--- src/rtl/sliding_window_sender_unit_defines.svh ---
// Assertion helpers shared by the sender unit RTL.
`ifndef SLIDING_WINDOW_SENDER_UNIT_DEFINES_SVH
`define SLIDING_WINDOW_SENDER_UNIT_DEFINES_SVH

// Property that must hold at every clock edge out of reset.
`define SWSU_ASSERT_ALWAYS(label, clk, rst_n, prop) \
    label: assert property (@(posedge clk) disable iff (!rst_n) (prop)) \
        else $error("swsu: invariant violated");

// Same-cycle implication.
`define SWSU_ASSERT_IMPLIES(label, clk, rst_n, ante, cons) \
    label: assert property (@(posedge clk) disable iff (!rst_n) (ante) |-> (cons)) \
        else $error("swsu: implication violated");

// Next-cycle implication.
`define SWSU_ASSERT_NEXT(label, clk, rst_n, ante, cons) \
    label: assert property (@(posedge clk) disable iff (!rst_n) (ante) |=> (cons)) \
        else $error("swsu: next-cycle implication violated");

`endif

--- src/rtl/swsu_pkg.sv ---
package swsu_pkg;

    // Sequence counters carry one bit beyond the 32-bit fragment number
    localparam int SEQ_W          = 33;
    // Per-fragment ring: fragment f lives at entry f mod RING_DEPTH
    localparam int RING_AW        = 6;
    localparam int RING_DEPTH     = 1 << RING_AW;
    localparam int WINDOW_MAX_DEF = 32;
    localparam int TIME_WIDTH_DEF = 16;
    localparam int INITIAL_WINDOW = 10;
    localparam int PADDR_W        = 4;
    localparam int PDATA_W        = 32;

    // Input commands
    localparam logic CMD_TICK = 1'b0;
    localparam logic CMD_ACK  = 1'b1;

    // Result kinds
    localparam logic [1:0] KIND_NEW    = 2'd0;
    localparam logic [1:0] KIND_RETX   = 2'd1;
    localparam logic [1:0] KIND_STATUS = 2'd2;

    // Register indexes (byte address / 4)
    localparam logic [1:0] REG_TOTAL    = 2'd0;
    localparam logic [1:0] REG_INIT_ACK = 2'd1;
    localparam logic [1:0] REG_TIMEOUT  = 2'd2;

    typedef enum logic [2:0] {
        ST_IDLE,
        ST_SLIDE_RD,
        ST_SLIDE,
        ST_SCAN_RD,
        ST_SCAN,
        ST_SEND,
        ST_STATUS
    } t_state;

    typedef struct packed {
        logic        cmd;
        logic [31:0] ack_number;
        logic [31:0] peer_sequence;
        logic [15:0] peer_window_size;
    } t_in_item;

    typedef struct packed {
        logic [1:0]  kind;
        logic [31:0] fragment_number;
        logic [31:0] echo_ack;
        logic        more_flag;
        logic [7:0]  fragment_offset;
        logic        fragmented;
        logic [31:0] base_now;
        logic        done_res;
        logic        last;
    } t_out_item;

    typedef struct packed {
        logic [31:0] total_fragments;
        logic [31:0] initial_ack_number;
        logic [15:0] timeout_ticks;
    } t_cfg;

    // Access bundle for the acked-mark memory
    typedef struct packed {
        logic               rd_en;
        logic [RING_AW-1:0] rd_addr;
        logic               wr_en;
        logic [RING_AW-1:0] wr_addr;
        logic               wr_mark;
    } t_mark_req;

endpackage

--- src/rtl/swsu_mark_mem.sv ---
module swsu_mark_mem (
    input  logic                 i_clk,
    input  logic                 i_rst_n,
    input  swsu_pkg::t_mark_req  i_req,
    output logic                 o_mark
);

    logic                                r_mem [swsu_pkg::RING_DEPTH];
    logic [swsu_pkg::RING_DEPTH-1:0]     r_valid;
    logic                                r_rd_mark;
    logic                                r_rd_valid;

    // Mark storage, read data registered
    always_ff @(posedge i_clk) begin
        if (i_req.wr_en) begin
            r_mem[i_req.wr_addr] <= i_req.wr_mark;
        end
        if (i_req.rd_en) begin
            r_rd_mark <= r_mem[i_req.rd_addr];
        end
    end

    // Per-entry written flags; an unwritten entry reads as not acked
    always_ff @(posedge i_clk) begin
        if (!i_rst_n) begin
            r_valid    <= '0;
            r_rd_valid <= 1'b0;
        end else begin
            if (i_req.wr_en) begin
                r_valid[i_req.wr_addr] <= 1'b1;
            end
            if (i_req.rd_en) begin
                r_rd_valid <= r_valid[i_req.rd_addr];
            end
        end
    end

    assign o_mark = r_rd_mark & r_rd_valid;

endmodule

--- src/rtl/swsu_stamp_mem.sv ---
module swsu_stamp_mem #(
    parameter int DATA_W = swsu_pkg::TIME_WIDTH_DEF
) (
    input  logic                         i_clk,
    input  logic                         i_rd_en,
    input  logic [swsu_pkg::RING_AW-1:0] i_rd_addr,
    input  logic                         i_wr_en,
    input  logic [swsu_pkg::RING_AW-1:0] i_wr_addr,
    input  logic [DATA_W-1:0]            i_wr_data,
    output logic [DATA_W-1:0]            o_rd_data
);

    logic [DATA_W-1:0] r_mem [swsu_pkg::RING_DEPTH];
    logic [DATA_W-1:0] r_rd_data;

    // Send-time stamps, one write and one read port
    always_ff @(posedge i_clk) begin
        if (i_wr_en) begin
            r_mem[i_wr_addr] <= i_wr_data;
        end
        if (i_rd_en) begin
            r_rd_data <= r_mem[i_rd_addr];
        end
    end

    assign o_rd_data = r_rd_data;

endmodule

--- src/rtl/swsu_cfg.sv ---
module swsu_cfg (
    input  logic                         i_clk,
    input  logic                         i_rst_n,
    input  logic                         psel,
    input  logic                         penable,
    input  logic                         pwrite,
    input  logic [swsu_pkg::PADDR_W-1:0] paddr,
    input  logic [swsu_pkg::PDATA_W-1:0] pwdata,
    output logic [swsu_pkg::PDATA_W-1:0] prdata,
    output logic                         pready,
    output swsu_pkg::t_cfg               o_cfg
);

    logic [31:0] r_total;
    logic [31:0] r_init_ack;
    logic [15:0] r_timeout;
    logic [1:0]  reg_idx;
    logic        wr_fire;

    assign reg_idx = paddr[swsu_pkg::PADDR_W-1:2];
    assign wr_fire = psel & penable & pwrite;
    assign pready  = 1'b1;

    // Register writes on the access phase
    always_ff @(posedge i_clk) begin
        if (!i_rst_n) begin
            r_total    <= 32'd1;
            r_init_ack <= 32'd0;
            r_timeout  <= 16'd1;
        end else if (wr_fire) begin
            case (reg_idx)
                swsu_pkg::REG_TOTAL:    r_total    <= pwdata;
                swsu_pkg::REG_INIT_ACK: r_init_ack <= pwdata;
                swsu_pkg::REG_TIMEOUT:  r_timeout  <= pwdata[15:0];
                default: ;
            endcase
        end
    end

    // Read mux
    always_comb begin
        case (reg_idx)
            swsu_pkg::REG_TOTAL:    prdata = r_total;
            swsu_pkg::REG_INIT_ACK: prdata = r_init_ack;
            swsu_pkg::REG_TIMEOUT:  prdata = {16'd0, r_timeout};
            default:                prdata = '0;
        endcase
    end

    assign o_cfg.total_fragments    = r_total;
    assign o_cfg.initial_ack_number = r_init_ack;
    assign o_cfg.timeout_ticks      = r_timeout;

endmodule

--- src/rtl/sliding_window_sender_unit.sv ---
// Channel  | Valid        | Stall        | Payload      | Direction
// ---------+--------------+--------------+--------------+----------
// in       | i_in_valid   | o_in_stall   | i_in_data    | tick or ack into the unit
// out      | o_out_valid  | i_out_stall  | o_out_data   | send commands, then status
// cfg      | psel/penable | pready (1)   | paddr/pwdata | register writes and reads
//
// The input stalls from an accepted item until the unit is idle again: the slide (S),
// the timeout scan (F scanned), the new sends (N) and the status; S and F + N each
// stay within WINDOW_MAX. The single mark-memory read port, visited one entry per
// cycle in the slide and, while no due entry waits for output, in the timeout scan,
// sets the pace. i_out_stall against a pending result holds the unit back.
// Reset is synchronous; mark entries carry written flags, so no clearing pass.
`include "sliding_window_sender_unit_defines.svh"

module sliding_window_sender_unit #(
    parameter int WINDOW_MAX = swsu_pkg::WINDOW_MAX_DEF,
    parameter int TIME_WIDTH = swsu_pkg::TIME_WIDTH_DEF
) (
    input  logic                         i_clk,
    input  logic                         i_rst_n,
    input  logic                         i_in_valid,
    input  swsu_pkg::t_in_item           i_in_data,
    output logic                         o_in_stall,
    output logic                         o_out_valid,
    output swsu_pkg::t_out_item          o_out_data,
    input  logic                         i_out_stall,
    input  logic                         psel,
    input  logic                         penable,
    input  logic                         pwrite,
    input  logic [swsu_pkg::PADDR_W-1:0] paddr,
    input  logic [swsu_pkg::PDATA_W-1:0] pwdata,
    output logic [swsu_pkg::PDATA_W-1:0] prdata,
    output logic                         pready
);

    localparam int SEQ_W   = swsu_pkg::SEQ_W;
    localparam int AW      = swsu_pkg::RING_AW;
    localparam int WIN_W   = $clog2(WINDOW_MAX + 1);
    localparam int INIT_WIN = (swsu_pkg::INITIAL_WINDOW < WINDOW_MAX) ?
                              swsu_pkg::INITIAL_WINDOW : WINDOW_MAX;
    localparam logic [WIN_W-1:0] WIN_MAX_V  = WIN_W'(WINDOW_MAX);
    localparam logic [WIN_W-1:0] WIN_INIT_V = WIN_W'(INIT_WIN);
    localparam logic [15:0]      WIN_MAX_16 = 16'(WINDOW_MAX);
    localparam logic [SEQ_W-1:0] IN_FLIGHT_MAX = SEQ_W'(WINDOW_MAX);

    swsu_pkg::t_state    r_state, n_state;
    logic [SEQ_W-1:0]    r_base, n_base;
    logic [SEQ_W-1:0]    r_nts, n_nts;
    logic [SEQ_W-1:0]    r_idx, n_idx;
    logic [WIN_W-1:0]    r_n, n_n;
    logic [WIN_W-1:0]    r_allowed;
    logic [31:0]         r_echo;
    logic                r_echo_vld;
    logic [TIME_WIDTH-1:0] r_tick;
    logic                r_out_valid;
    swsu_pkg::t_out_item r_out_data, out_pl;

    swsu_pkg::t_cfg      cfg;
    swsu_pkg::t_mark_req mark_req;
    logic                mark_q;
    logic                st_rd_en, st_wr_en;
    logic [AW-1:0]       st_rd_addr, st_wr_addr;
    logic [TIME_WIDTH-1:0] stamp_q, age;

    logic                in_accept, ack_hit, out_free, due, emit, is_send;
    logic [1:0]          emit_kind;
    logic [SEQ_W-1:0]    emit_frag, total33, ack33, base_inc, idx_next, nts_inc;
    logic [WIN_W-1:0]    n_inc, n_after, win_clamped;
    logic                base_le_total, base_lt_nts, send_ok;

    swsu_cfg u_cfg (
        .i_clk   (i_clk),
        .i_rst_n (i_rst_n),
        .psel    (psel),
        .penable (penable),
        .pwrite  (pwrite),
        .paddr   (paddr),
        .pwdata  (pwdata),
        .prdata  (prdata),
        .pready  (pready),
        .o_cfg   (cfg)
    );

    swsu_mark_mem u_mark_mem (
        .i_clk   (i_clk),
        .i_rst_n (i_rst_n),
        .i_req   (mark_req),
        .o_mark  (mark_q)
    );

    swsu_stamp_mem #(
        .DATA_W (TIME_WIDTH)
    ) u_stamp_mem (
        .i_clk     (i_clk),
        .i_rd_en   (st_rd_en),
        .i_rd_addr (st_rd_addr),
        .i_wr_en   (st_wr_en),
        .i_wr_addr (st_wr_addr),
        .i_wr_data (r_tick),
        .o_rd_data (stamp_q)
    );

    // Shared compares and increments
    assign total33       = {1'b0, cfg.total_fragments};
    assign ack33         = {1'b0, i_in_data.ack_number};
    assign base_inc      = r_base + 1'b1;
    assign idx_next      = r_idx + 1'b1;
    assign nts_inc       = r_nts + 1'b1;
    assign n_inc         = r_n + 1'b1;
    assign base_le_total = (r_base <= total33);
    assign base_lt_nts   = (r_base < r_nts);
    assign send_ok       = (r_nts < (r_base + SEQ_W'(r_allowed))) && (r_nts <= total33) &&
                           (r_n < WIN_MAX_V);

    assign in_accept = i_in_valid && (r_state == swsu_pkg::ST_IDLE);
    assign ack_hit   = in_accept && (i_in_data.cmd == swsu_pkg::CMD_ACK) &&
                       (ack33 >= r_base) && (ack33 < r_nts);
    assign out_free  = !r_out_valid || !i_out_stall;

    // Timer expiry for the entry under scan
    assign age = r_tick - stamp_q;
    assign due = !mark_q && (32'(age) >= 32'(cfg.timeout_ticks));
    assign n_after = due ? n_inc : r_n;

    // Peer window: zero becomes one, saturate at the window limit
    always_comb begin
        if (i_in_data.peer_window_size == 16'd0) begin
            win_clamped = WIN_W'(1);
        end else if (i_in_data.peer_window_size > WIN_MAX_16) begin
            win_clamped = WIN_MAX_V;
        end else begin
            win_clamped = i_in_data.peer_window_size[WIN_W-1:0];
        end
    end

    // Sequencer: slide, timeout scan, new sends, status
    always_comb begin
        n_state    = r_state;
        n_base     = r_base;
        n_nts      = r_nts;
        n_idx      = r_idx;
        n_n        = r_n;
        mark_req   = '0;
        st_rd_en   = 1'b0;
        st_rd_addr = r_idx[AW-1:0];
        st_wr_en   = 1'b0;
        st_wr_addr = r_idx[AW-1:0];
        emit       = 1'b0;
        emit_kind  = swsu_pkg::KIND_STATUS;
        emit_frag  = '0;
        case (r_state)
            swsu_pkg::ST_IDLE: begin
                if (in_accept) begin
                    n_state = swsu_pkg::ST_SLIDE_RD;
                    n_n     = '0;
                end
                if (ack_hit) begin
                    mark_req.wr_en   = 1'b1;
                    mark_req.wr_addr = i_in_data.ack_number[AW-1:0];
                    mark_req.wr_mark = 1'b1;
                end
            end
            swsu_pkg::ST_SLIDE_RD: begin
                mark_req.rd_en   = 1'b1;
                mark_req.rd_addr = r_base[AW-1:0];
                n_state          = swsu_pkg::ST_SLIDE;
            end
            swsu_pkg::ST_SLIDE: begin
                if (base_le_total && base_lt_nts && mark_q) begin
                    n_base           = base_inc;
                    mark_req.rd_en   = 1'b1;
                    mark_req.rd_addr = base_inc[AW-1:0];
                end else if (base_le_total) begin
                    n_idx   = r_base;
                    n_state = swsu_pkg::ST_SCAN_RD;
                end else begin
                    n_state = swsu_pkg::ST_STATUS;
                end
            end
            swsu_pkg::ST_SCAN_RD: begin
                if ((r_idx < r_nts) && (r_n < WIN_MAX_V)) begin
                    mark_req.rd_en   = 1'b1;
                    mark_req.rd_addr = r_idx[AW-1:0];
                    st_rd_en         = 1'b1;
                    n_state          = swsu_pkg::ST_SCAN;
                end else begin
                    n_state = swsu_pkg::ST_SEND;
                end
            end
            swsu_pkg::ST_SCAN: begin
                // a due entry waits for the output register; data is held
                if (due && out_free) begin
                    emit      = 1'b1;
                    emit_kind = swsu_pkg::KIND_RETX;
                    emit_frag = r_idx;
                    st_wr_en  = 1'b1;
                    n_n       = n_inc;
                end
                if (!due || out_free) begin
                    n_idx = idx_next;
                    if ((idx_next < r_nts) && (n_after < WIN_MAX_V)) begin
                        mark_req.rd_en   = 1'b1;
                        mark_req.rd_addr = idx_next[AW-1:0];
                        st_rd_en         = 1'b1;
                        st_rd_addr       = idx_next[AW-1:0];
                    end else begin
                        n_state = swsu_pkg::ST_SEND;
                    end
                end
            end
            swsu_pkg::ST_SEND: begin
                if (send_ok) begin
                    if (out_free) begin
                        emit             = 1'b1;
                        emit_kind        = swsu_pkg::KIND_NEW;
                        emit_frag        = r_nts;
                        st_wr_en         = 1'b1;
                        st_wr_addr       = r_nts[AW-1:0];
                        mark_req.wr_en   = 1'b1;
                        mark_req.wr_addr = r_nts[AW-1:0];
                        mark_req.wr_mark = 1'b0;
                        n_nts            = nts_inc;
                        n_n              = n_inc;
                    end
                end else begin
                    n_state = swsu_pkg::ST_STATUS;
                end
            end
            swsu_pkg::ST_STATUS: begin
                if (out_free) begin
                    emit    = 1'b1;
                    n_state = swsu_pkg::ST_IDLE;
                end
            end
            default: begin
                n_state = swsu_pkg::ST_IDLE;
            end
        endcase
    end

    // Result item assembly
    always_comb begin
        is_send                = (emit_kind != swsu_pkg::KIND_STATUS);
        out_pl.kind            = emit_kind;
        out_pl.fragment_number = is_send ? emit_frag[31:0] : 32'd0;
        out_pl.echo_ack        = r_echo_vld ? r_echo : cfg.initial_ack_number;
        out_pl.more_flag       = is_send && (emit_frag != total33);
        out_pl.fragment_offset = is_send ? (emit_frag[7:0] - 8'd1) : 8'd0;
        out_pl.fragmented      = is_send && (cfg.total_fragments > 32'd1);
        out_pl.base_now        = r_base[31:0];
        out_pl.done_res        = (r_base > total33);
        out_pl.last            = !is_send;
    end

    // State register
    always_ff @(posedge i_clk) begin
        if (!i_rst_n) begin
            r_state <= swsu_pkg::ST_IDLE;
        end else begin
            r_state <= n_state;
        end
    end

    // Window state, echo and tick counter
    always_ff @(posedge i_clk) begin
        if (!i_rst_n) begin
            r_base     <= SEQ_W'(1);
            r_nts      <= SEQ_W'(1);
            r_n        <= '0;
            r_allowed  <= WIN_INIT_V;
            r_echo     <= 32'd0;
            r_echo_vld <= 1'b0;
            r_tick     <= '0;
        end else begin
            r_base <= n_base;
            r_nts  <= n_nts;
            r_n    <= n_n;
            if (in_accept && (i_in_data.cmd == swsu_pkg::CMD_TICK)) begin
                r_tick <= r_tick + 1'b1;
            end
            if (ack_hit) begin
                r_echo     <= i_in_data.peer_sequence;
                r_echo_vld <= 1'b1;
                r_allowed  <= win_clamped;
            end
        end
    end

    // Scan index
    always_ff @(posedge i_clk) begin
        r_idx <= n_idx;
    end

    // Output register
    always_ff @(posedge i_clk) begin
        if (!i_rst_n) begin
            r_out_valid <= 1'b0;
        end else if (emit) begin
            r_out_valid <= 1'b1;
        end else if (!i_out_stall) begin
            r_out_valid <= 1'b0;
        end
    end

    always_ff @(posedge i_clk) begin
        if (emit) begin
            r_out_data <= out_pl;
        end
    end

    assign o_in_stall  = (r_state != swsu_pkg::ST_IDLE);
    assign o_out_valid = r_out_valid;
    assign o_out_data  = r_out_data;

    // Checks
    `SWSU_ASSERT_ALWAYS(a_base_not_past_nts, i_clk, i_rst_n, r_base <= r_nts)
    `SWSU_ASSERT_ALWAYS(a_in_flight_bound, i_clk, i_rst_n, (r_nts - r_base) <= IN_FLIGHT_MAX)
    `SWSU_ASSERT_IMPLIES(a_scan_in_flight, i_clk, i_rst_n, r_state == swsu_pkg::ST_SCAN, (r_idx >= r_base) && (r_idx < r_nts))
    `SWSU_ASSERT_NEXT(a_status_closes, i_clk, i_rst_n, (r_state == swsu_pkg::ST_STATUS) && out_free, (r_state == swsu_pkg::ST_IDLE) && r_out_valid && r_out_data.last)

endmodule

--- config.mk ---
export PLATFORM = sky130hd
export DESIGN_NAME = sliding_window_sender_unit
export DESIGN_NICKNAME = d
export VERILOG_FILES = /design/src/rtl/swsu_pkg.sv /design/src/rtl/swsu_mark_mem.sv /design/src/rtl/swsu_stamp_mem.sv /design/src/rtl/swsu_cfg.sv /design/src/rtl/sliding_window_sender_unit.sv
export VERILOG_INCLUDE_DIRS = /design/src /design/src/rtl
export SDC_FILE = /design/constraint.sdc
export NUM_CORES = 2
export LEC_CHECK = 0
export ABC_AREA = 1
export ABC_CLOCK_PERIOD_IN_PS = 8300
export BUFFER_PORTS_ARGS = -buffer_cell sky130_fd_sc_hd__clkbuf_2
export CORE_MARGIN = 5
export CORE_UTILIZATION = 37
export DETAILED_ROUTE_END_ITERATION = 10
export SLEW_MARGIN = 25
export SYNTH_ARGS = -nofsm -noshare
export SYNTH_HDL_FRONTEND = slang
export SYNTH_SLANG_ARGS = --single-unit
--- constraint.sdc ---
create_clock -name i_clk -period 8.3 [get_ports i_clk]
set_clock_uncertainty 0.05 [all_clocks]
set_input_delay 2.49 -clock i_clk [delete_from_list [all_inputs] [get_ports i_clk]]
set_output_delay 2.49 -clock i_clk [all_outputs]
set_load 0.005 [all_outputs]
==> metrics <==
Worst path slowest cell=edfxtp_1; required time of the critical path=8.81 ns; result of the run=finished, final reports clean; Clock Sinks=1524; Layout Cells excl Fill=10599; count of TritonRoute iterations in the first routing pass=6; clock buffer count from CTS=166; HPWL after DPL=158 mm; H-tree depth reported by CTS=4; instance count on the critical path=35; Slowest Stage Delay on Critical Path=0.61 ns; antenna violations before repair=13; Leakage=32.2 nW; Max VDD drop=253 µV; post-CTS setup buffers=0; chip height=454 µm; Data arrival, critical path=8.28 ns; count of buffers inserted at the top-level ports=265; Resize count post-CTS=0; first-pass GRT wire length=356 mm; highest fanout seen on the critical path=55; Post-synth EDFFs=1248; routed wire length=242 mm; placer's final routability congestion estimate=0.973; vias in the first global route=54581; number of instances on the worst hold path=2; Critical Path Most Common Cell=nand3_1; Post-Syn Area per Cell=9.67 µm²; Worst Setup End Kind=flop; total standard cell area after synthesis=72900 µm²; count of antenna-violating nets left after detailed routing=0; Worst Hold Class=reg -> reg; highest clock rate=0.129 GHz; buffers and inverters on the worst path=5; Setup TNS Final=0 ns; part of the cycle the worst path needs=93.6%; cell class contributing the biggest share of worst-path delay=simple AND/OR/NAND/NOR gates; full die area=206000 µm²; largest net degree at the start of global routing=127; clock transition at the register clock pins on the worst setup and hold paths after CTS=0.06 ns; number of maximum-capacitance violations=0; Post-Syn Nets=7966; CTS tree=done; Pwr per Cell Area=281 nW/µm²; setup repair after global routing missed its margin=no; area added between synthesis and finish=14.4%; final net count=8245; number of remaining DRC errors=0; maximum buffer depth of the clock tree=3; sequential-to-total area share from yosys stat=59.0%; count of placed standard cells including taps=10292; register bit total from synthesis=1524; Final setup viols=0; gr ovfl total=0; number of design-rule violations left by the first detailed-router iteration=6651; Post-Syn Instances=7541; via count=58330; Worst Max-Slew Pin Slew=1.14 ns; predominant post-synthesis flop cell=edfxtp_1; depth of the worst register-to-register path=35; Cell variety after synth=61; Rows=163; Post-synth ARST share=0%; worst max-slew margin expressed relative to the limit=23.4%; layout cell share with drive strength beyond 1=10.4%; Crit Path Category=reg -> reg; cell at the root of the clock tree=clkbuf_16; GRT Resource Usage Total=22.7%; hold violation count in the final report=0; I/O pin cnt=269; Yosys warnings=0; clock insertion delay at the later pin of the skew report=0.83 ns; vias per inst=5.50; core region area=197000 µm²; most used cells in the layout excluding fill and tap cells=nand2_1 (1690), nand3_1 (1305), edfxtp_1 (1248); type of origin of the critical path=flop; total count of max-transition violations in the final report=0; final critical-path required period=7.77 ns; minimum hold slack=0.397 ns; Initial Utilization=37.1%; Tot Pwr=23.4 mW; number of filler cells placed in the layout=18951; cts-stage hold buffer count=0; most common cell after layout, fill and taps aside=nand2_1; average wire length per cell after detail routing=22.8 µm; width of the die=454 µm
## worst reg2reg max path: cells and delay by family, from the launching register on
kind / cells / cell delay [ns]
simple gates: 22 / 4.09
compound gates: 5 / 1.22
buf+inv: 5 / 0.78
flops: 1 / 0.61
fa+ha+maj: 2 / 0.61
xor+xnor: 1 / 0.18
## through the flow
step / setup slack [ns] / util, % / cell area (µm²)
global route: 0.212 / 42.4 / 83400
finish: 0.530 / 42.4 / 83400
detailed placement: 0.806 / 39.8 / 78200
global placement: 0.845 / 39.8 / 78200
floorplan: 0.634 / - / 72900
CTS: 0.771 / 42.4 / 83400
## area by class of cell
| class | instances | area [µm²] | share of cell area (%) |
|---|---|---|---|
| sequential | 1524 | 43000 | 51.6 |
| clock buffer | 230 | 4530 | 5.43 |
| tap | 2640 | 3300 | 3.96 |
| timing repair buffer | 503 | 3500 | 4.20 |
| antenna | 8 | 20.0 | 0.0240 |
| multi-input combinational | 5138 | 26600 | 31.8 |
| clock inverter | 69 | 646 | 0.774 |
| inverter | 487 | 1840 | 2.20 |
## cells in the mapped netlist (6+ instances only)
cell,number,area share [%]
nor2_1,589,3.0
clkbuf_1,227,1.2
or2_2,8,0.069
inv_2,16,0.082
xnor2_1,6,0.072
buf_4,9,0.093
nand2_1,1692,8.7
clkinv_1,9,0.046
nor3_2,8,0.11
nor3b_1,8,0.082
o221ai_1,22,0.26
nor4_1,22,0.19
xor2_1,72,0.86
nand4_1,72,0.62
buf_1,36,0.19
a21o_1,14,0.14
o21ai_1,9,0.062
nor3_1,77,0.53
inv_1,461,2.4
dfxtp_1,276,7.6
nand3_1,1306,9.0
o211ai_1,141,1.5
edfxtp_1,1248,51
o21a_1,31,0.32
nand2_2,10,0.086
buf_2,119,0.82
o21ai_0,288,2.0
a21oi_1,373,2.6
ha_1,299,5.1
nor2_2,18,0.15
o22ai_1,16,0.14
## layer usage
layer  vias up  routed length, µm  share of wire [%]  GRT usage, %
met4         4              11700                4.8          10.1
met1     28189              98300                 41          30.1
met2      2704             111000                 46          36.3
met5         -                 23             0.0095             0
li1      26933                  -                  -             -
met3       500              21000                8.7          4.29
## registers in the layout, summed over array words and instances (netlist names), 32 cells and up
| signal | flops |
|---|---|
| r_nts | 33 |
| u_cfg.r_total | 32 |
| u_stamp_mem.r_mem | 1024 |
| r_base | 33 |
| r_echo | 32 |
| u_cfg.r_init_ack | 32 |
| r_idx | 33 |
| u_mark_mem.r_valid | 64 |
| o_out_data | 110 |
| u_mark_mem.r_mem | 64 |
## cells by family (layout without fill, tap and decap cells)
| kind of cell | after synthesis | count (layout) | synth area share, % |
|---|---|---|---|
| AND/OR/NAND/NOR | 3832 | 3832 | 22.8 |
| flip-flops | 1524 | 1524 | 59.0 |
| AO/OA/AOI/OAI | 926 | 926 | 7.28 |
| buffers and inverters | 879 | 1289 | 4.79 |
| adder cells (fa/ha/maj) | 301 | 301 | 5.19 |
| XOR/XNOR | 78 | 78 | 0.937 |
| other | 1 | 9 | 0.00514 |
## path summary, 6_finish.rpt
path | startpoint | to | slack (ns)
max | r_idx[2]$_DFFE_PP_ | u_stamp_mem.o_rd_data[10]$_DFFE_PP_ | 0.53
min | u_mark_mem.r_valid[31]$_SDFFE_PN0P_ | u_mark_mem.r_valid[31]$_SDFFE_PN0P_ | 0.40
max reg2reg | r_idx[2]$_DFFE_PP_ | u_stamp_mem.o_rd_data[10]$_DFFE_PP_ | 0.53
min reg2reg | u_mark_mem.r_valid[31]$_SDFFE_PN0P_ | u_mark_mem.r_valid[31]$_SDFFE_PN0P_ | 0.40
## power by group
part,internal [mW],switching [mW]
sequential,8.67,0.202
clock,3.96,3.13
combinational,2.09,5.35
total,14.7,8.68
(Power assumes the default switching activity.)
